### src/rtl/tccs_pkg.sv
// shared types and constants for the text console cursor/scroll core
// no dependencies; the other files that use it refer to it by scoped names
`timescale 1ns / 1ps

package tccs_pkg;

    localparam int DEF_COLUMNS = 80;
    localparam int DEF_ROWS    = 25;
    localparam int CMD_DEPTH   = 2;
    localparam int RES_DEPTH   = 2;

    localparam logic [15:0] BLANK_CELL = 16'h0F20;

    localparam logic [1:0] FUNC_PUT   = 2'd0;
    localparam logic [1:0] FUNC_CLEAR = 2'd1;
    localparam logic [1:0] FUNC_READ  = 2'd2;

    localparam logic [7:0] CH_BS    = 8'h08;
    localparam logic [7:0] CH_TAB   = 8'h09;
    localparam logic [7:0] CH_LF    = 8'h0A;
    localparam logic [7:0] CH_CR    = 8'h0D;
    localparam logic [7:0] CH_SPACE = 8'h20;
    localparam logic [7:0] CH_LAST  = 8'h7F;

    localparam int TAB_STOP = 8;

    typedef enum logic [2:0] {
        OP_NOP,
        OP_PRINT,
        OP_BS,
        OP_TAB,
        OP_CR,
        OP_LF,
        OP_CLEAR,
        OP_READ
    } op_t;

    typedef struct packed {
        logic [1:0]  func;
        logic [7:0]  char_code;
        logic [3:0]  bg_color;
        logic [3:0]  fg_color;
        logic [10:0] cell_address;
    } in_t;

    typedef struct packed {
        logic [6:0]  cursor_col;
        logic [4:0]  cursor_row;
        logic [10:0] cursor_addr;
        logic [15:0] cell_data;
        logic        scrolled;
    } res_t;

    // classified command as queued between front and back
    typedef struct packed {
        op_t         op;
        logic [15:0] cell_word;
        logic [10:0] addr;
        logic        addr_ok;
    } cmd_t;

    typedef struct packed {
        logic valid;
        cmd_t cmd;
    } front_out_t;

    typedef struct packed {
        logic cmd_pop;
        logic init_busy;
    } fb_t;

endpackage

### src/rtl/tccs_fifo.sv
// small register fifo used for the command and result queues
// no dependencies
`timescale 1ns / 1ps

module tccs_fifo #(
    parameter int WIDTH = 8,
    parameter int DEPTH = 2
) (
    input  logic             clk,
    input  logic             rst_n,
    input  logic             push,
    input  logic [WIDTH-1:0] wdata,
    output logic             full,
    input  logic             pop,
    output logic [WIDTH-1:0] rdata,
    output logic             empty
);

    localparam int PW = (DEPTH > 1) ? $clog2(DEPTH) : 1;
    localparam int NW = $clog2(DEPTH + 1);

    logic [WIDTH-1:0] data_reg [DEPTH];
    logic [PW-1:0]    wr_ptr_reg, wr_ptr_next;
    logic [PW-1:0]    rd_ptr_reg, rd_ptr_next;
    logic [NW-1:0]    count_reg, count_next;
    logic             do_push, do_pop;

    assign full    = (count_reg == NW'(DEPTH));
    assign empty   = (count_reg == '0);
    assign do_push = push && !full;
    assign do_pop  = pop && !empty;
    assign rdata   = data_reg[rd_ptr_reg];

    always_comb
    begin
        wr_ptr_next = wr_ptr_reg;
        rd_ptr_next = rd_ptr_reg;
        count_next  = count_reg;
        if (do_push)
        begin
            wr_ptr_next = (wr_ptr_reg == PW'(DEPTH - 1)) ? '0 : wr_ptr_reg + PW'(1);
        end
        if (do_pop)
        begin
            rd_ptr_next = (rd_ptr_reg == PW'(DEPTH - 1)) ? '0 : rd_ptr_reg + PW'(1);
        end
        if (do_push && !do_pop)
        begin
            count_next = count_reg + NW'(1);
        end
        else if (do_pop && !do_push)
        begin
            count_next = count_reg - NW'(1);
        end
    end

    always_ff @(posedge clk or negedge rst_n)
    begin
        if (!rst_n)
        begin
            wr_ptr_reg <= '0;
            rd_ptr_reg <= '0;
            count_reg  <= '0;
        end
        else
        begin
            wr_ptr_reg <= wr_ptr_next;
            rd_ptr_reg <= rd_ptr_next;
            count_reg  <= count_next;
        end
    end

    always_ff @(posedge clk)
    begin
        if (do_push)
        begin
            data_reg[wr_ptr_reg] <= wdata;
        end
    end

endmodule

### src/rtl/tccs_front.sv
// front end: accepts input items, classifies them, queues the commands
// depends on tccs_pkg and tccs_fifo
`timescale 1ns / 1ps

module tccs_front #(
    parameter int COLUMNS = tccs_pkg::DEF_COLUMNS,
    parameter int ROWS    = tccs_pkg::DEF_ROWS
) (
    input  logic                 clk,
    input  logic                 rst_n,
    input  tccs_pkg::in_t        item,
    input  logic                 push,
    output logic                 full,
    input  tccs_pkg::fb_t        link,
    output tccs_pkg::front_out_t fq
);

    localparam int CELLS = COLUMNS * ROWS;
    localparam int CMDW  = $bits(tccs_pkg::cmd_t);

    tccs_pkg::cmd_t  cmd;
    logic            q_full, q_empty;
    logic [CMDW-1:0] q_rdata;

    always_comb
    begin
        cmd.cell_word = {item.bg_color, item.fg_color, item.char_code};
        cmd.addr      = item.cell_address;
        cmd.addr_ok   = (32'(item.cell_address) < CELLS);
        unique case (item.func)
            tccs_pkg::FUNC_PUT:
            begin
                unique case (item.char_code) inside
                    tccs_pkg::CH_BS:                       cmd.op = tccs_pkg::OP_BS;
                    tccs_pkg::CH_TAB:                      cmd.op = tccs_pkg::OP_TAB;
                    tccs_pkg::CH_LF:                       cmd.op = tccs_pkg::OP_LF;
                    tccs_pkg::CH_CR:                       cmd.op = tccs_pkg::OP_CR;
                    [tccs_pkg::CH_SPACE:tccs_pkg::CH_LAST]: cmd.op = tccs_pkg::OP_PRINT;
                    default:                               cmd.op = tccs_pkg::OP_NOP;
                endcase
            end
            tccs_pkg::FUNC_CLEAR: cmd.op = tccs_pkg::OP_CLEAR;
            tccs_pkg::FUNC_READ:  cmd.op = tccs_pkg::OP_READ;
            default:              cmd.op = tccs_pkg::OP_NOP;
        endcase
    end

    // no transfer while the store is swept after reset
    assign full = q_full || link.init_busy;

    tccs_fifo #(
        .WIDTH(CMDW),
        .DEPTH(tccs_pkg::CMD_DEPTH)
    ) u_cmd_q (
        .clk  (clk),
        .rst_n(rst_n),
        .push (push && !full),
        .wdata(cmd),
        .full (q_full),
        .pop  (link.cmd_pop),
        .rdata(q_rdata),
        .empty(q_empty)
    );

    assign fq.valid = !q_empty;
    assign fq.cmd   = tccs_pkg::cmd_t'(q_rdata);

endmodule

### config.mk
export PLATFORM = sky130hd
export DESIGN_NAME = tccs_front
export DESIGN_NICKNAME = d
export VERILOG_FILES = /design/src/rtl/tccs_pkg.sv /design/src/rtl/tccs_fifo.sv /design/src/rtl/tccs_front.sv
export SDC_FILE = /design/constraint.sdc
export NUM_CORES = 1
export LEC_CHECK = 0
export ABC_AREA = 1
export ABC_CLOCK_PERIOD_IN_PS = 3400
export BUFFER_PORTS_ARGS = -buffer_cell sky130_fd_sc_hd__buf_2
export CORE_ASPECT_RATIO = 1.4
export CORE_UTILIZATION = 30
export CTS_BUF_LIST = sky130_fd_sc_hd__clkbuf_8
export DETAILED_ROUTE_END_ITERATION = 16
export GPL_TIMING_DRIVEN = 0
export HOLD_SLACK_MARGIN = 0.06
export SLEW_MARGIN = 10
export SYNTH_ARGS = -nofsm -noshare
export SYNTH_HDL_FRONTEND = slang
export SYNTH_SLANG_ARGS = --single-unit
export TNS_END_PERCENT = 5
### constraint.sdc
create_clock -name clk -period 3.4 [get_ports clk]
set_input_delay 0.34 -clock clk [delete_from_list [all_inputs] [get_ports clk]]
set_output_delay 0.34 -clock clk [all_outputs]
set_load 0.1 [all_outputs]
== After elaboration in Yosys (flattened, before gate mapping) ==
Memories as Yosys holds them, arrays and structs flattened.
Index checks and enable logic that the tools add are counted.

* Mux-type cells: 8
* Add/subtract/negate cells: 4
* $lt $le $gt $ge: 3
* Equal/unequal tests: 7
* Reductions and logical operators: 15

{| class="wikitable"
|+ Operators with widths
! kind !! number
|-
| $eq A8 B4 Y1 const B || 4
|-
| $pmux W3 S5 || 1
|-
| $lt A11 B11 Y1 const B || 1
|-
| $pmux W3 S3 || 1
|-
| $ge A8 B6 Y1 const B || 1
|-
| $le A8 B7 Y1 const B || 1
|-
| $logic_and A1 B1 Y1 || 6
|-
| $logic_not A1 Y1 || 5
|-
| $eq A2 B2 Y1 const B || 2
|-
| $logic_not A2 Y1 || 2
|-
| $mux W1 || 4
|-
| $mux W2 || 2
|-
| $add A1 B1 Y1 const B || 2
|-
| $add A2 B1 Y2 const B || 1
|-
| $eq A2 B1 Y1 const B || 1
|-
| $reduce_bool A2 Y1 || 1
|-
| $sub A2 B1 Y2 const B || 1
|-
| $logic_or A1 B1 Y1 || 1
|}

* Bits in registers: 4
* Memories kept: 1
* Output and inout bits: 33
* Logic and storage cells: 41
* Memory bits (writable): 62

{| class="wikitable"
|+ Memory list
! name !! words !! bits a word !! read ports !! clocked after Yosys merged registers in !! wr ports !! RTL line !! text
|-
| u_cmd_q.data_reg || 2 || 31 || 1 || 0 || 1 || tccs_fifo.sv:22 || <nowiki>logic [WIDTH-1:0] data_reg [DEPTH];</nowiki>
|}

== Logic depth before layout (Yosys ltp) ==
* Word-level depth: 9
* Depth in mapped cells: 8
* Depth with buffers taken out: 8

== Modules after synthesis ==
Synthesis repeated with hierarchy kept, for this count alone.

* Cell total of the unflattened synthesis: 233
* Area total of the unflattened synthesis: 2,692.6 µm²

{| class="wikitable"
|+ Modules (own cells, without submodules)
! module !! cells an instance !! sequential area each (µm²) !! instances !! area each (µm²)
|-
| tccs_fifo || 194 || 1,961.9 || 1 || 2,492.4
|-
| tccs_front || 39 || 0.0 || 1 || 200.2
|}

== Worst setup path after synthesis ==
No wires, ideal clock.

* Kind: register to register
* From: register u_cmd_q.count_reg[0]
* To: memory u_cmd_q.data_reg[0][0] (netlist name) (enable)
* Required time: 2.981 ns
* Setup slack: 1.034 ns
* Cell stages (with the launch flop): 5
* Data arrival time: 1.947 ns
* Setup time: 0.419 ns
* Cell sequence: dfrtp_1 > inv_1 > nand2_1 > nand3_1 > nor2_1

* Longest elaborated chain between the ends: 7

{| class="wikitable"
|+ Ends and longest elaborated chain
! element !! RTL line !! text
|-
| from (decl) || tccs_fifo.sv:25 || <nowiki>logic [NW-1:0] count_reg, count_next;</nowiki>
|-
| from (signal assigned) || tccs_fifo.sv:69 || <nowiki>count_reg <= count_next;</nowiki>
|-
| $eq A2 B2 Y1 (*) || tccs_fifo.sv:28 || <nowiki>assign full = (count_reg == NW'(DEPTH));</nowiki>
|-
| $logic_or A1 B1 Y1 || tccs_front.sv:49 || <nowiki>assign full = q_full || link.init_busy;</nowiki>
|-
| $logic_not A1 Y1 || tccs_front.sv:57 || <nowiki>.push (push && !full),</nowiki>
|-
| $logic_and A1 B1 Y1 || tccs_front.sv:57 ||
|-
| $logic_and A1 B1 Y1 (*) || tccs_fifo.sv:30 || <nowiki>assign do_push = push && !full;</nowiki>
|-
| $mux W1 (*) || tccs_fifo.sv:75 || <nowiki>if (do_push)</nowiki>
|-
| $mux W1 (not written as such) (*) || tccs_fifo.sv:77 || <nowiki>data_reg[wr_ptr_reg] <= wdata;</nowiki>
|-
| to (decl) || tccs_fifo.sv:22 ||
|}

Every way passes the cells marked *; elsewhere a longest branch is shown, timed or not.

==> out/summary.log <==
INFO  cells_and_area filler_cell_count=856
INFO  logic_synthesis syn-mean-instance-area=11.6squm
INFO  global_route   use_met2=22.3%
INFO  clock_tree     cts_repair_resize_count=0
INFO  cells_and_area num-nets-final=345
INFO  routing        initialDrtViolationCount=81
INFO  timing         finClkSkew=0.00975ns
INFO  place          port_buffer_count=66
INFO  timing         final_hold_viol_count=0
INFO  clock_tree     h_tree_depth_reported_by_cts=3
INFO  cells_and_area seq_area=1960squm
INFO  critical_path  worst_setup_path_end_kind=output port
INFO  hold_path      instance_count_along_the_most_critical_hold_path=1
INFO  timing         worst-slew-pin-transition=0.502ns
INFO  logic_synthesis ys_seq_area_share=74.0%
INFO  routing        ant_nets=0
INFO  timing         fin_setup_tns=0ns
INFO  critical_path  cp-start-kind=flip-flop
INFO  cells_and_area num_antenna_cells=0
INFO  global_route   grt_remaining_overflow=0
INFO  cells_and_area layout-drive-gt1-share=29.7%
INFO  critical_path  timing.rr.start=u_cmd_q.count_reg[0]
INFO  place          place_hpwl=3690um
INFO  die            floorplan.core_area=8560squm
INFO  timing         layout_worst_path_cycle_share=60.4%
INFO  logic_synthesis number_of_unique_standard_cell_types_used_by_synthesis=18
INFO  critical_path  worst-r2r-cell-count=5
INFO  cells_and_area largest_register_ffs=62
INFO  timing         rsz_0062_raised_after_global_routing=no
INFO  logic_synthesis post_synth_instance_area=2650squm
INFO  run            cap_viol_max_count=0
INFO  place          placement.setup.worst_slack=1.62ns
INFO  routing        detail_route.wl_per_cell=12.6um
INFO  timing         timing.final.ws_setup=1.35ns
INFO  timing         slew_headroom=66.8%
INFO  outcome        status=complete, no violations
INFO  critical_path  worst_setup_path_startpoint=u_cmd_q.rd_ptr_reg
INFO  die            rows=40
INFO  timing         period_minus_slack=2.05ns
INFO  routing        routed_wl=5270um
INFO  routing        drtPass1Iterations=4
INFO  critical_path  timing.critical_path.fanout_max=10
INFO  clock_tree     clk_latency=0.34ns
INFO  logic_synthesis syn_inst=228
INFO  critical_path  crit_required=3.06ns
INFO  die            starting_utilization_of_the_core_area=31.0%
INFO  global_route   initial_antenna_violation_count=0
INFO  routing        vias_per_cell=4.20
INFO  die            die_height=113um
INFO  timing         fmax=487MHz
INFO  cells_and_area syn_to_final_growth=27.0%
INFO  clock_tree     clock-root-buffer=clkbuf_8
INFO  critical_path  crit-reg2reg-capture=u_cmd_q.data_reg[1][24]
INFO  global_route   grt_pass1_wl=8360um
INFO  timing         slew_violations=0
INFO  die            dieArea=9230squm
INFO  clock_tree     tritoncts_clock_tree=yes
INFO  routing        drt_drc_violations_left=0
INFO  die            floorplan.die.width=81.5um
INFO  clock_tree     clock_sink_count=66
INFO  global_route   grt_util_all_layers=12.9%
INFO  critical_path  crit_arrival=1.71ns
INFO  global_route   maximum_number_of_pins_on_one_net_before_global_route_repair=19
INFO  critical_path  crit_path_end=fq[2]
INFO  place          gpl.final_weighted_congestion=0.661
INFO  timing         hold-worst-slack=0.185ns
INFO  global_route   gr-usage-met3=3.87%
INFO  global_route   grtUsageMet1=13.4%
INFO  logic_synthesis synth_fp_nets=265
INFO  logic_synthesis yosysWarnings=0
INFO  critical_path  setup.worst_path.class=reg2out
INFO  routing        via_count=1754
INFO  timing         setup_violations=0
INFO  clock_tree     tritoncts.num_buffers=9
INFO  hold_path      min_path_type=in2reg
INFO  global_route   first_global_vias=1755
INFO  clock_tree     clk_pin_slew=0.07ns
INFO  logic_synthesis synth.ff_latch_count=66
INFO  die            floorplan.io_pins=67
INFO  critical_path  reg2reg_setup_slack=1.64ns
INFO  clock_tree     cts_buffer_depth=2
INFO  cells_and_area multi_input_comb_area=608squm
INFO  global_route   global_route.peak_usage_layer=met2
[cell families after synthesis]
| family | count (synthesis) | synth area share [%] |
|---|---|---|
| xor gates and xnor gates | 4 | 1.32 |
| adders and majority gates | 3 | 1.42 |
| AOI/OAI and AO/OA | 6 | 1.27 |
| DFF | 66 | 74.0 |
| buffers and inverters | 24 | 3.68 |
| and+or+nand+nor | 125 | 18.3 |
[cells in the final DEF (no fill, tap or decap), types with 2 or more instances in the layout]
cell,instances
buf_2,72
clkinv_2,3
nand3_1,4
inv_1,19
nor2_4,2
nand2_1,109
clkbuf_8,11
edfxtp_1,62
a21oi_1,3
nand4_1,2
buf_16,2
ha_1,3
xor2_1,3
nor2_1,5
dfrtp_1,4
nor2_2,2
[cell usage after synthesis]
master	n	share of area [%]
nand2_1	109	15
edfxtp_1	62	70
inv_1	17	2.4
nor2_1	7	0.99
buf_2	6	1.1
dfrtp_1	4	3.8
nand3_1	4	0.75
a21oi_1	3	0.57
ha_1	3	1.4
xor2_1	3	0.99
nand4_1	2	0.47
nor2_2	2	0.47
and3_1	1	0.24
inv_2	1	0.14
o2111ai_1	1	0.33
o21ai_0	1	0.19
o21ai_1	1	0.19
xnor2_1	1	0.33
[layout make-up]
type	instances	area share [%]
sequential	66	58.2
buffer	6	0.892
multi-input combinational	138	18.1
tap	105	3.90
clock inverter	5	0.669
clock buffer	11	4.49
timing repair buffer	69	11.7
inverter	18	2.01
[worst max-delay path: stages (launching register included)]
cell     delay, ns
dfrtp_1       0.42
inv_2         0.11
buf_2         0.26
nand2_1       0.08
nand2_1       0.09
buf_2         0.43
[metrics by stage]
step / instances / util [%] / instance area [sq um]
floorplan: 228 / - / 2650
global placement: 399 / 36.4 / 3110
detailed placement: 401 / 37.2 / 3180
CTS: 418 / 39.4 / 3370
global route: 418 / 39.4 / 3370
finish: 418 / 39.4 / 3370
[worst min path at each step]
stage                             endpoint     from
CTS                 u_cmd_q.data_reg[0][3]  item[2]
global route        u_cmd_q.data_reg[0][3]  item[2]
detailed placement      u_cmd_q.wr_ptr_reg    rst_n
finish              u_cmd_q.data_reg[0][3]  item[2]
floorplan             u_cmd_q.count_reg[0]    rst_n
global placement        u_cmd_q.wr_ptr_reg    rst_n
[per-layer routing]
layer | vias up | share of wire [%]
met4 | 0 | 1.6
met5 | - | 0
met2 | 49 | 53
met3 | 7 | 5.3
met1 | 789 | 40
li1 | 909 | -
[timing repair]
action | 4_1_cts | 5_1_grt
hold endpoints to repair | 4 | 0
hold buffers | 1 | 0
setup buffers | 0 | 0
Power is not shown: default switching activity piles up to over one toggle a cycle in this logic, so the estimate is an artifact.
