--- config.mk ---
export PLATFORM = sky130hd
export DESIGN_NAME = tccs_fifo
export DESIGN_NICKNAME = d
export VERILOG_FILES = /design/src/rtl/tccs_fifo.sv
export SDC_FILE = /design/constraint.sdc
export NUM_CORES = 1
export LEC_CHECK = 0
export ABC_AREA = 0
export BUFFER_PORTS_ARGS = -buffer_cell sky130_fd_sc_hd__buf_2
export CELL_PAD_IN_SITES_DETAIL_PLACEMENT = 0
export CELL_PAD_IN_SITES_GLOBAL_PLACEMENT = 1
export CORE_MARGIN = 3
export CORE_UTILIZATION = 37
export DETAILED_ROUTE_END_ITERATION = 12
export GPL_ROUTABILITY_DRIVEN = 0
export PLACE_DENSITY_LB_ADDON = 0.1
export SLEW_MARGIN = 20
export SYNTH_ARGS = -nofsm -noshare
export SYNTH_HDL_FRONTEND = slang
export SYNTH_SLANG_ARGS = --single-unit
--- constraint.sdc ---
create_clock -name clk -period 2.1 [get_ports clk]
set_input_delay 0.21 -clock clk [delete_from_list [all_inputs] [get_ports clk]]
set_output_delay 0.21 -clock clk [all_outputs]
set_load 0.05 [all_outputs]
--- src/rtl/tccs_fifo.sv ---
// small register fifo used for the command and result queues
// no dependencies
`timescale 1ns / 1ps

module tccs_fifo #(
    parameter int WIDTH = 8,
    parameter int DEPTH = 2
) (
    input  logic             clk,
    input  logic             rst_n,
    input  logic             push,
    input  logic [WIDTH-1:0] wdata,
    output logic             full,
    input  logic             pop,
    output logic [WIDTH-1:0] rdata,
    output logic             empty
);

    localparam int PW = (DEPTH > 1) ? $clog2(DEPTH) : 1;
    localparam int NW = $clog2(DEPTH + 1);

    logic [WIDTH-1:0] data_reg [DEPTH];
    logic [PW-1:0]    wr_ptr_reg, wr_ptr_next;
    logic [PW-1:0]    rd_ptr_reg, rd_ptr_next;
    logic [NW-1:0]    count_reg, count_next;
    logic             do_push, do_pop;

    assign full    = (count_reg == NW'(DEPTH));
    assign empty   = (count_reg == '0);
    assign do_push = push && !full;
    assign do_pop  = pop && !empty;
    assign rdata   = data_reg[rd_ptr_reg];

    always_comb
    begin
        wr_ptr_next = wr_ptr_reg;
        rd_ptr_next = rd_ptr_reg;
        count_next  = count_reg;
        if (do_push)
        begin
            wr_ptr_next = (wr_ptr_reg == PW'(DEPTH - 1)) ? '0 : wr_ptr_reg + PW'(1);
        end
        if (do_pop)
        begin
            rd_ptr_next = (rd_ptr_reg == PW'(DEPTH - 1)) ? '0 : rd_ptr_reg + PW'(1);
        end
        if (do_push && !do_pop)
        begin
            count_next = count_reg + NW'(1);
        end
        else if (do_pop && !do_push)
        begin
            count_next = count_reg - NW'(1);
        end
    end

    always_ff @(posedge clk or negedge rst_n)
    begin
        if (!rst_n)
        begin
            wr_ptr_reg <= '0;
            rd_ptr_reg <= '0;
            count_reg  <= '0;
        end
        else
        begin
            wr_ptr_reg <= wr_ptr_next;
            rd_ptr_reg <= rd_ptr_next;
            count_reg  <= count_next;
        end
    end

    always_ff @(posedge clk)
    begin
        if (do_push)
        begin
            data_reg[wr_ptr_reg] <= wdata;
        end
    end

endmodule

Word level (Yosys, flattened, before mapping):

Memory sizes are Yosys's and may differ from the RTL's.
Index checks and enable logic that the tools add are counted.
W data, S select, Z words.

* add/sub/neg operators: 4
* eq/ne operators: 1
* mux-type cells: 6
* reductions and logical operators: 10

Operators with widths (number)
* $logic_and A1 B1 Y1: 4
* $logic_not A1 Y1: 4
* $mux W1: 4
* $mux W2: 2
* $add A1 B1 Y1 const B: 2
* $add A2 B1 Y2 const B: 1
* $eq A2 B2 Y1 const B: 1
* $logic_not A2 Y1: 1
* $reduce_bool A2 Y1: 1
* $sub A2 B1 Y2 const B: 1

* bits in registers: 4
* bits in writable memories: 16
* input port bits: 12
* output and inout bits: 10
* logic and storage cells: 25
* memories: 1

Memories
* data_reg: depth 2, bits a word 8, rd ports 1, clocked after Yosys merged registers in 0, write ports 1, RTL line 22 `logic [WIDTH-1:0] data_reg [DEPTH];`

Logic depth before layout (Yosys ltp):

Gate-level depths: netlist of run 1.

* depth after elaboration: 7
* gate-level depth with buffers: 7
* depth with buffers taken out: 7

Least setup slack after synthesis of run 1:

No wires, ideal clock.

* path kind: register to register
* from: register count_reg[0]
* to: memory data_reg[0][0], enable pin
* library setup time: 370 ps
* data arrival time: 1022 ps
* required time: 1730 ps
* slack: 708 ps
* cell stages (with the launch flop): 4
* path buffers: 0
* clock period less this slack: 1392 ps
* path through: dfrtp_1 > nand2b_1 > nand2_2 > nor2_1

* longest elaborated chain between the ends: 5

RTL lines
* from (decl): RTL line 25 `logic [NW-1:0] count_reg, count_next;`
* from (signal assigned): RTL line 69 `count_reg <= count_next;`
* $eq A2 B2 Y1: RTL line 28 `assign full = (count_reg == NW'(DEPTH));`
* $logic_not A1 Y1: RTL line 30 `assign do_push = push && !full;`
* $logic_and A1 B1 Y1: RTL line 30
* $mux W1: RTL line 75 `if (do_push)`
* $mux W1 (implied by the code): RTL line 77 `data_reg[wr_ptr_reg] <= wdata;`
* to (decl): RTL line 22

No other way between the ends.

Final worst setup path of run 1:

* from: register rd_ptr_reg
* to: output port rdata[2]

* longest elaborated chain between the ends: 1

RTL lines
* from (decl): RTL line 24 `logic [PW-1:0] rd_ptr_reg, rd_ptr_next;`
* from (signal assigned): RTL line 68 `rd_ptr_reg <= rd_ptr_next;`
* $mem_v2 Z2 W8
* to (decl): RTL line 15 `output logic [WIDTH-1:0] rdata,`

No other way between the ends.

==> results.md, run 1 <==
- Status: finished, final reports clean
- Number of cells on the critical path: 2
- Hold Crit Class: input pin to flop
- # fillers: 179
- Crit path cell chain: mux2_2 -> buf_2
- TritonCTS clock tree: built
- Top Family by Delay on Critical Path: flip-flops
- Simple-gate share of the synthesized area: 0.0384
- Routed Antenna Nets: 0
- Worst Path Required: 1.89 ns
- H-tree levels: 1
- Nets: 84
- Largest family of logic cells by synthesized area: multiplexers
- Most frequent cell after synthesis: edfxtp_1
- Post-synth top cells: edfxtp_1, mux2_1, dfrtp_1
- Synth warnings: 0
- ANT cells: 0
- Post-Synth XOR/XNOR Area: 0.0656
- DRC Markers: 0
- Multi-input logic area: 189 sq um
- Post-synthesis mux area share: 0.115
- Cts bufs inserted: 3
- Post-synth EDFFs: 16
- Hold Violations, Final: 0
- Hold Path Stages: 1
- Leakage: 0.399 nW
- Number of DRC markers in iteration 0: 3
- Overflow after GRT: 0
- Crit path buffers/inverters: 1
- Worst Path Max Fanout: 9
- FF+latch count, synth: 20
- Clk Latency, worst-skew pair: 0.28 ns
- Ys async rst share: 0.200
- Synth Area in Adders: 0.0160
- Synth cell types: 15
- DR WL/cell: 11.7 microns
- Vias per cell: 4.35
- GRT Util Overall: 0.0924
- Via Count: 422
- Fraction of the mapped netlist area in compound gates: 0.00640
- Crit path kind: flop to output pin
- Pin count of the biggest net entering global routing: 12
- Initial antenna violation count: 0
- Area delta synth->final: 22.7%
- Reg2reg path depth: 6
- Yosys top cell area share: 0.614
- Setup Skew: 0.000776 ns
- Post-route setup slack: 0.422 ns
- RSZ-0062 raised after global routing: no
- Cell area after synthesis: 782 sq um
- Clock Sinks: 20
- Gate Count Post-Synth: 44
- Syn_nets: 57
- Resized Gates After CTS: 0
- PwrDens: 1560 nW/um^2
- Layout cells sized above 1: 0.414
- Slowest library cell on the worst path: dfrtp_1
- Die Y: 52.0 microns
- Final setup viols: 0
- Max IR drop VDD: 0.000688 V
- Yosys top cell by area: edfxtp_1
- Kind of end point of the critical path: output pin
- Post-synthesis sequential area ratio: 0.742
- Starting Density: 0.395
- Crit path time final: 1.68 ns
- Number of global-route vias before repair: 442
- Storage element area: 581 sq um
- Max Root-Sink Buffers: 2
- Area contributors post-synth: edfxtp_1, dfrtp_1, mux2_1
- Clock slew at reported path FFs: 0.10 ns
- First-pass GRT wire length: 1780 microns
- Relative slew margins: 0.739
- Final WL: 1130 microns
- Die Span X: 52.0 microns
- Placeable Area: 1980 sq um
- Hold buffer count at CTS: 1
- Sum Neg Setup Slack: 0 ns
- Clock root buffer master: clkbuf_4
- Period Utilization, post-route: 0.799
- Die area: 2700 sq um
- Worst slack at placement: 0.641 ns
- WP data arrival: 1.47 ns
- Max incr delay on CP: 0.59 ns
- Slew Limit Fails: 0
- Top FF cell, synth: edfxtp_1
- Max FFs per register: 16
- Avg Cell Area, Syn: 17.8 sq um
- DP HPWL: 816 microns
- Setup bufs post-CTS: 0
- First drt pass iteration count: 3
- Max_cap viols: 0
- Highest clock rate: 596 MHz
- Num ports: 22
- IO Port Bufs: 21
- # rows: 16
- Critical Path Source Type: flop
- Worst Tran Pin Value: 0.391 ns
area by class of cell:
cell class / instances / area share
inverter: 2 / 0.00782
multi-input combinational: 21 / 0.197
sequential: 20 / 0.605
tap: 27 / 0.0352
timing repair buffer: 23 / 0.128
clock buffer: 4 / 0.0274
cell families after synthesis:
family	Yosys count
AND/OR/NAND/NOR	6
adder cells (fa/ha/maj)	1
AO/OA/AOI/OAI	1
buffers and inverters	3
flip-flops	20
multiplexers	8
XOR/XNOR	5
layout by cell type (no fill, tap or decap):
master / n
buf_2: 21
edfxtp_1: 16
mux2_1: 6
dfrtp_1: 4
nor2_1: 3
clkbuf_4: 3
mux2_2: 2
inv_1: 2
xnor2_1: 2
xor2_1: 2
nand2b_1: 1
nand2_2: 1
o21ai_1: 1
and3_1: 1
xnor2_2: 1
ha_1: 1
clkbuf_1: 1
dlygate4sd3_1: 1
buf_4: 1
per-stage QoR:
| stage | area (sq um) | power (mW) | hold slack (ns) | std cells | util |
|---|---|---|---|---|---|
| 5_1_grt | 960 | 1.59 | 0.0862 | 97 | 0.484 |
| 3_3_place_gp | 923 | 1.34 | 0.0244 | 92 | 0.466 |
| 6_report | 960 | 1.49 | 0.110 | 97 | 0.484 |
| 2_1_floorplan | 782 | 1.19 | -0.0856 | 44 | - |
| 4_1_cts | 960 | 1.52 | 0.0963 | 97 | 0.484 |
| 3_5_place_dp | 923 | 1.34 | 0.0239 | 92 | 0.466 |
report_power, final:
group	internal, mW	total (mW)	switching (mW)
clock	0.0737	0.175	0.101
sequential	0.554	0.637	0.0837
combinational	0.215	0.683	0.468
total	0.842	1.49	0.653
metal layers:
metal,wire length [microns],global-route usage,vias up
met5,0,0,-
met4,0,0.0393,0
met3,82,0.0258,0
met2,555,0.146,12
met1,493,0.118,200
li1,-,-,210
path summary, 6_finish.rpt:
| check | startpoint | to | slack (ns) |
|---|---|---|---|
| hold / removal | wdata[4] | data_reg[1][4] | 0.11 |
| setup / recovery | rd_ptr_reg | rdata[2] | 0.42 |
| setup reg to reg | count_reg[0] | count_reg[1] | 0.64 |
| hold reg to reg | wr_ptr_reg | wr_ptr_reg | 0.52 |
| max in group asynchronous | rst_n | rd_ptr_reg | 1.73 |
| min in group asynchronous | rst_n | count_reg[0] | 0.25 |
Power figures use the tool's default switching activity.
==> run 2, diff against run 1 <==
Settings changed: ABC_AREA 0 to 1.
Clock period 2.1 ns to 1.7 ns, I/O delays scaled along.
==> run 2 against run 1 <==
  * Global-route usage grew 1.2 points
  * Via count increased by 28%
  * Area after synthesis increased by 3.5%
  * Non-clock buffer count rose by 1
  * Core utilization increased by 2.1 points
  * Clock skew up 0.0041 ns
  * Wire length rose by 11%
  * Power up 41%
  * Hold slack got worse by 0.047 ns
  * Sequential cell count is the same
  * Critical endpoint is now rdata[4]
  * Largest power group unchanged
==> results.md, run 2 <==
- Clock root buffer master: clkbuf_4
- Final WL: 1250 microns (+11%)
- Relative slew margins: 0.765 (+0.0258)
- Crit path time final: 1.57 ns
- Synth Area in Adders: 0.0155 (-0.000544)
- Layout cells sized above 1: 0.300 (-0.114)
- Ys async rst share: 0.200 (unchanged)
- Worst slack at placement: 0.295 ns (-0.346 ns)
- RSZ-0062 raised after global routing: no
- Worst Path Required: 1.53 ns (-0.36 ns)
- Die Span X: 52.8 microns (+1.5%)
- Via Count: 540 (+28%)
- Largest family of logic cells by synthesized area: simple AND/OR/NAND/NOR gates
- TritonCTS clock tree: built
- Worst Path Max Fanout: 10 (+1)
- Placed cell count: 122 (+33%)
- Top FF cell, synth: edfxtp_1
- Max_cap viols: 0 (unchanged)
- Most common cell after layout, fill and taps aside: nand2_1
- Post-Synth XOR/XNOR Area: 0.0108 (-0.0548)
- Max FFs per register: 16 (unchanged)
- Final setup viols: 0 (unchanged)
- Fin area: 1020 sq um (+6.4%)
- Area contributors post-synth: edfxtp_1, nand2_1, dfrtp_1
- Clock slew at reported path FFs: 0.11 ns (about the same)
- First drt pass iteration count: 3 (unchanged)
- Synth warnings: 0 (unchanged)
- Num ports: 22 (unchanged)
- Period Utilization, post-route: 0.921
- GRT Util Overall: 0.104 (+0.0119)
- # rows: 16 (unchanged)
- Avg Cell Area, Syn: 11.1 sq um (-38%)
- GR peak layer: met2
- Routed Antenna Nets: 0 (unchanged)
- Clk Latency, worst-skew pair: 0.29 ns (about the same)
- Hold_ws: 0.0631 ns (-0.0474 ns)
- Fin util: 0.505 (+0.0207)
- Status: finished, final reports clean
- Max Root-Sink Buffers: 2 (unchanged)
- First-pass GRT wire length: 2080 microns (+17%)
- Syn_nets: 86 (+51%)
- Die Y: 52.8 microns (+1.5%)
- Cts bufs inserted: 3 (unchanged)
- Leakage: 0.487 nW (+22%)
- Number of global-route vias before repair: 530 (+20%)
- Max IR drop VDD: 0.00102 V (+48%)
- Power, Total: 2.11 mW (+41%)
- M3 GR Usage: 0.0256 (-0.000147)
- Worst Tran Pin Value: 0.352 ns (-0.0387 ns)
- Fraction of the mapped netlist area in compound gates: 0.0124 (+0.00596)
- FF+latch count, synth: 20 (unchanged)
- Setup Skew: 0.00488 ns (+0.00410 ns)
- Critical Path Source Type: flop
- Post-synth EDFFs: 16 (unchanged)
- Clock Sinks: 20 (unchanged)
- DP HPWL: 928 microns (+14%)
- Area of placed instances: 958 sq um (+3.8%)
- Sum Neg Setup Slack: 0 ns (unchanged)
- DR WL/cell: 9.86 microns (-15%)
- ANT cells: 0 (unchanged)
- Simple-gate share of the synthesized area: 0.201 (+0.163)
- Post-route setup slack: 0.134 ns (-0.288 ns)
- Layout Cells excl Fill: 127 (+31%)
- Die area: 2790 sq um (+3.1%)
- Setup bufs post-CTS: 0 (unchanged)
- Post-synthesis mux area share: 0 (-0.115)
- Met2 GRT Util: 0.190 (+0.0436)
- Highest clock rate: 639 MHz
- Crit path kind: flop to output pin
- Number of DRC markers in iteration 0: 3 (unchanged)
- DRC Markers: 0 (unchanged)
- Cell area after synthesis: 810 sq um (+3.5%)
- Overflow after GRT: 0 (unchanged)
- Yosys top cell by area: edfxtp_1
- IO Port Bufs: 21 (unchanged)
- Pin count of the biggest net entering global routing: 13 (+1)
- Resized Gates After CTS: 0 (unchanged)
- Kind of end point of the critical path: output pin
- Synth cell types: 14 (-1)
- PwrDens: 2060 nW/um^2 (+32%)
- Most frequent cell after synthesis: nand2_1
- Placeable Area: 2020 sq um (+2.0%)
- Hold Violations, Final: 0 (unchanged)
- Hold Crit Class: input pin to flop
- Met1 Track Usage GR: 0.110 (-0.00765)
- Commonest cells after routing, fill and taps aside: nand2_1, buf_2, edfxtp_1, inv_1, dfrtp_1
- Post-synthesis sequential area ratio: 0.717 (-0.0252)
- Starting Density: 0.400 (+0.00580)
- WP data arrival: 1.40 ns (-0.07 ns)
- Initial antenna violation count: 0 (unchanged)
- # fillers: 200 (+12%)
- H-tree levels: 1 (unchanged)
- Nets: 114 (+36%)
- Vias per cell: 4.25 (-2.3%)
- Yosys top cell area share: 0.594 (-0.0209)
- Slew Limit Fails: 0 (unchanged)
- Post-synth top cells: nand2_1, edfxtp_1, inv_1
- Gate Count Post-Synth: 73 (+66%)
- Area delta synth->final: 26.1%
-- run 2: changes by cell type after synthesis, sizes merged, moves of 2 or more --
cell | before | now
nand2 | 1 | 33
mux2 | 8 | 0
inv | 2 | 8
xnor2 | 3 | 1
xor2 | 2 | 0
-- run 2: timing repair --
action / CTS / global route
hold endpoints to repair: 4 / 0
setup endpoints to repair: 0 / 0
hold buffers: 1 / 0
-- run 2: kinds of logic after synthesis --
| logic type | count (synthesis) |
|---|---|
| AND/OR/NAND/NOR | 40 |
| flip-flops | 20 |
| buffers and inverters | 9 |
| AO/OA/AOI/OAI | 2 |
| XOR/XNOR | 1 |
| adder cells (fa/ha/maj) | 1 |
-- run 2: area by class of cell --
class | instances | area [sq um] | area share
clock buffer | 3 | 22.5 | 0.0221
clock inverter | 1 | 30.0 | 0.0294
inverter | 8 | 30.0 | 0.0294
multi-input combinational | 44 | 194 | 0.190
sequential | 20 | 581 | 0.569
tap | 27 | 33.8 | 0.0331
timing repair buffer | 24 | 130 | 0.127
-- run 2: path summary, 6_finish.rpt --
path	start	endpoint	slack, ns	cells past startpoint
setup / recovery	rd_ptr_reg	rdata[4]	0.13	4
hold / removal	wdata[6]	data_reg[0][6]	0.06	1
setup reg to reg	count_reg[0]	count_reg[1]	0.27	6
hold reg to reg	wr_ptr_reg	wr_ptr_reg	0.49	2
max in group asynchronous	rst_n	rd_ptr_reg	1.38	2
min in group asynchronous	rst_n	wr_ptr_reg	0.20	2
-- run 2: routing by layer --
layer,wire length (microns),vias up
met1,541,237
met5,0,-
li1,-,290
met2,644,11
met3,58,2
met4,8,0
-- run 2: power breakdown --
group	internal (mW)	switching, mW	leakage (nW)
Combinational	0.238	0.722	0.263
Sequential	0.680	0.0943	0.197
Clock	0.238	0.134	0.0279
Total	1.16	0.951	0.487
-- run 2: worst max-delay path, cell delays in order (launching register included) --
cell	delay, ns
dfrtp_1	0.52
inv_2	0.20
nand2_1	0.08
nand2_1	0.06
buf_2	0.25
==> run 3, diff against run 2 <==
Settings changed: CORE_MARGIN 3 to 2.
==> run 3 against run 2 <==
  * Hold slack got worse by 0.010 ns
  * Final cell count fell by 0.79%
  * Non-clock buffer count fell by 1
  * Global-route usage rose by 0.41 points
  * Critical path type unchanged
  * Power fell by 0.26%
  * Count of clock-buffer cells in the layout did not move
==> results.md, run 3 (same netlist as run 2, synthesis figures left out) <==
- Overflow after GRT: 0 (unchanged)
- Starting Density: 0.400 (unchanged)
- ANT cells: 0 (unchanged)
- DRC Markers: 0 (unchanged)
- Die Span X: 50.8 microns (-3.8%)
- Die Y: 50.8 microns (-3.8%)
- Via Count: 550 (+1.9%)
- PwrDens: 2070 nW/um^2 (+0.35%)
- Final setup viols: 0 (unchanged)
- Routed Antenna Nets: 0 (unchanged)
- Crit path kind: flop to output pin
- Int Power: 1.15 mW (-0.48%)
- Max Root-Sink Buffers: 2 (unchanged)
- Vias per cell: 4.37 (+2.7%)
- TritonCTS clock tree: built
- Hold Violations, Final: 0 (unchanged)
- First-pass GRT wire length: 2010 microns (-3.3%)
- IO Port Bufs: 21 (unchanged)
- Sum Neg Setup Slack: 0 ns (unchanged)
- Period Utilization, post-route: 0.890 (-0.0311)
- Number of global-route vias before repair: 522 (-1.5%)
- Crit path time final: 1.51 ns (-0.0529 ns)
- Top Family by Delay on Critical Path: flip-flops
- Placeable Area: 2020 sq um (unchanged)
- Initial antenna violation count: 0 (unchanged)
- Relative slew margins: 0.792 (+0.0268)
- Crit path buffers/inverters: 2 (unchanged)
- Placed cell count: 121 (-0.82%)
- Layout cells sized above 1: 0.303 (+0.00303)
- Clock slew at reported path FFs: 0.12 ns (about the same)
- Top routing layer used: met4
- Met2 routed WL: 668 microns (+3.7%)
- Clk network pwr share: 0.180 (+0.003)
- Seq pwr share: 0.369 (+0.002)
- Final WL: 1270 microns (+1.5%)
- Pin count of the biggest net entering global routing: 13 (unchanged)
- Max FFs per register: 16 (unchanged)
- H-tree levels: 1 (unchanged)
- Most frequent CP cell: nand2_1
- Switch Pwr: 0.951 mW (about the same)
- Num ports: 22 (unchanged)
- Cts bufs inserted: 3 (unchanged)
- Clock Sinks: 20 (unchanged)
- Highest clock rate: 661 MHz (+3.5%)
- Area delta synth->final: 25.3%
- Crit path cell chain: inv_2 -> nand2_1 -> nand2_1 -> buf_2
- First drt pass iteration count: 3 (unchanged)
- Die area: 2580 sq um (-7.4%)
- Slew Limit Fails: 0 (unchanged)
- Met3 wire length: 45 microns (-22%)
- DR WL/cell: 10.1 microns (+2.3%)
- Max IR drop VDD: 0.000983 V (-3.8%)
- Met1 wire length: 543 microns (+0.37%)
- Commonest cells after routing, fill and taps aside: nand2_1, buf_2, edfxtp_1, inv_1
- Worst Path Max Fanout: 10 (unchanged)
- Leakage: 0.481 nW (-1.3%)
- Clk Latency, worst-skew pair: 0.30 ns (about the same)
- WP data arrival: 1.34 ns (-0.06 ns)
- # rows: 16 (unchanged)
- Comb pwr share: 0.450 (-0.006)
- Max_cap viols: 0 (unchanged)
- Worst Path Required: 1.53 ns (about the same)
- Worst Tran Pin Value: 0.312 ns (-0.0405 ns)
- Layout Cells excl Fill: 126 (-0.79%)
- Clock root buffer master: clkbuf_4
- Hold Crit Class: input pin to flop
- Kind of end point of the critical path: output pin
- Critical Path Source Type: flop
- Slowest library cell on the worst path: dfrtp_2
- DP HPWL: 959 microns (+3.3%)
- Most common cell after layout, fill and taps aside: nand2_1
- Max incr delay on CP: 0.50 ns (-0.02 ns)
- Setup Skew: 0.00991 ns (+0.00503 ns)
- Status: finished, final reports clean
- Setup bufs post-CTS: 0 (unchanged)
- GRT Util Overall: 0.108 (+0.00408)
- Switch share: 0.453 (+0.00121)
- Nets: 113 (-0.88%)
- Number of DRC markers in iteration 0: 1 (-2)
- RSZ-0062 raised after global routing: no
==> run 3: changes by cell type in the layout (fill, tap and decap cells not counted) <==
cell,change
dfrtp_1,-1
dfrtp_2,+1
buf_4,-1
==> run 3: routing by layer <==
layer / up-vias / track usage
met5: - / 0
met4: 0 / 0.0541
met3: 2 / 0.0268
met2: 12 / 0.208
met1: 250 / 0.105
li1: 286 / -
==> run 3: timing repair <==
item | in CTS | in global routing
hold endpoints to repair | 4 | 0
resized for setup | 0 | 1
endpoints found under the setup margin | 0 | 1
hold buffers | 1 | 0
==> run 3: power groups by stage <==
stage,registers (mW),clock network [mW],logic [mW]
floorplan,0.738,0,0.789
global route,0.797,0.409,1.02
global placement,0.787,0,0.955
finish,0.776,0.379,0.946
CTS,0.777,0.388,0.961
detailed placement,0.789,0,0.957
==> run 3: per-stage QoR <==
stage | worst slack, ns | hold WS (ns) | cell area, sq um | utilization | total power, mW
after global placement | 0.256 | -0.0158 | 951 | 0.470 | 1.74
final | 0.187 | 0.0526 | 1010 | 0.502 | 2.10
after floorplan | 0.0621 | -0.126 | 810 | - | 1.53
after global routing | 0.0751 | 0.0329 | 1010 | 0.502 | 2.23
after CTS | 0.0869 | 0.0443 | 1010 | 0.501 | 2.13
after detailed placement | 0.298 | -0.0150 | 951 | 0.470 | 1.75
==> run 3: layout make-up <==
type / instances / area, sq um
Fill cell: 198 / 1010
Sequential cell: 20 / 582
Multi-Input combinational cell: 44 / 194
Timing Repair Buffer: 23 / 123
Tap cell: 27 / 33.8
Clock inverter: 1 / 30.0
Inverter: 8 / 30.0
Clock buffer: 3 / 22.5
==> run 3: worst paths after layout <==
kind / from / to / slack (ns) / depth (start not counted)
setup / recovery: rd_ptr_reg / rdata[1] / 0.19 / 4
hold / removal: wdata[6] / data_reg[1][6] / 0.05 / 1
setup reg to reg: count_reg[0] / count_reg[1] / 0.31 / 6
hold reg to reg: wr_ptr_reg / wr_ptr_reg / 0.50 / 2
max in group asynchronous: rst_n / rd_ptr_reg / 1.37 / 2
min in group asynchronous: rst_n / wr_ptr_reg / 0.19 / 2
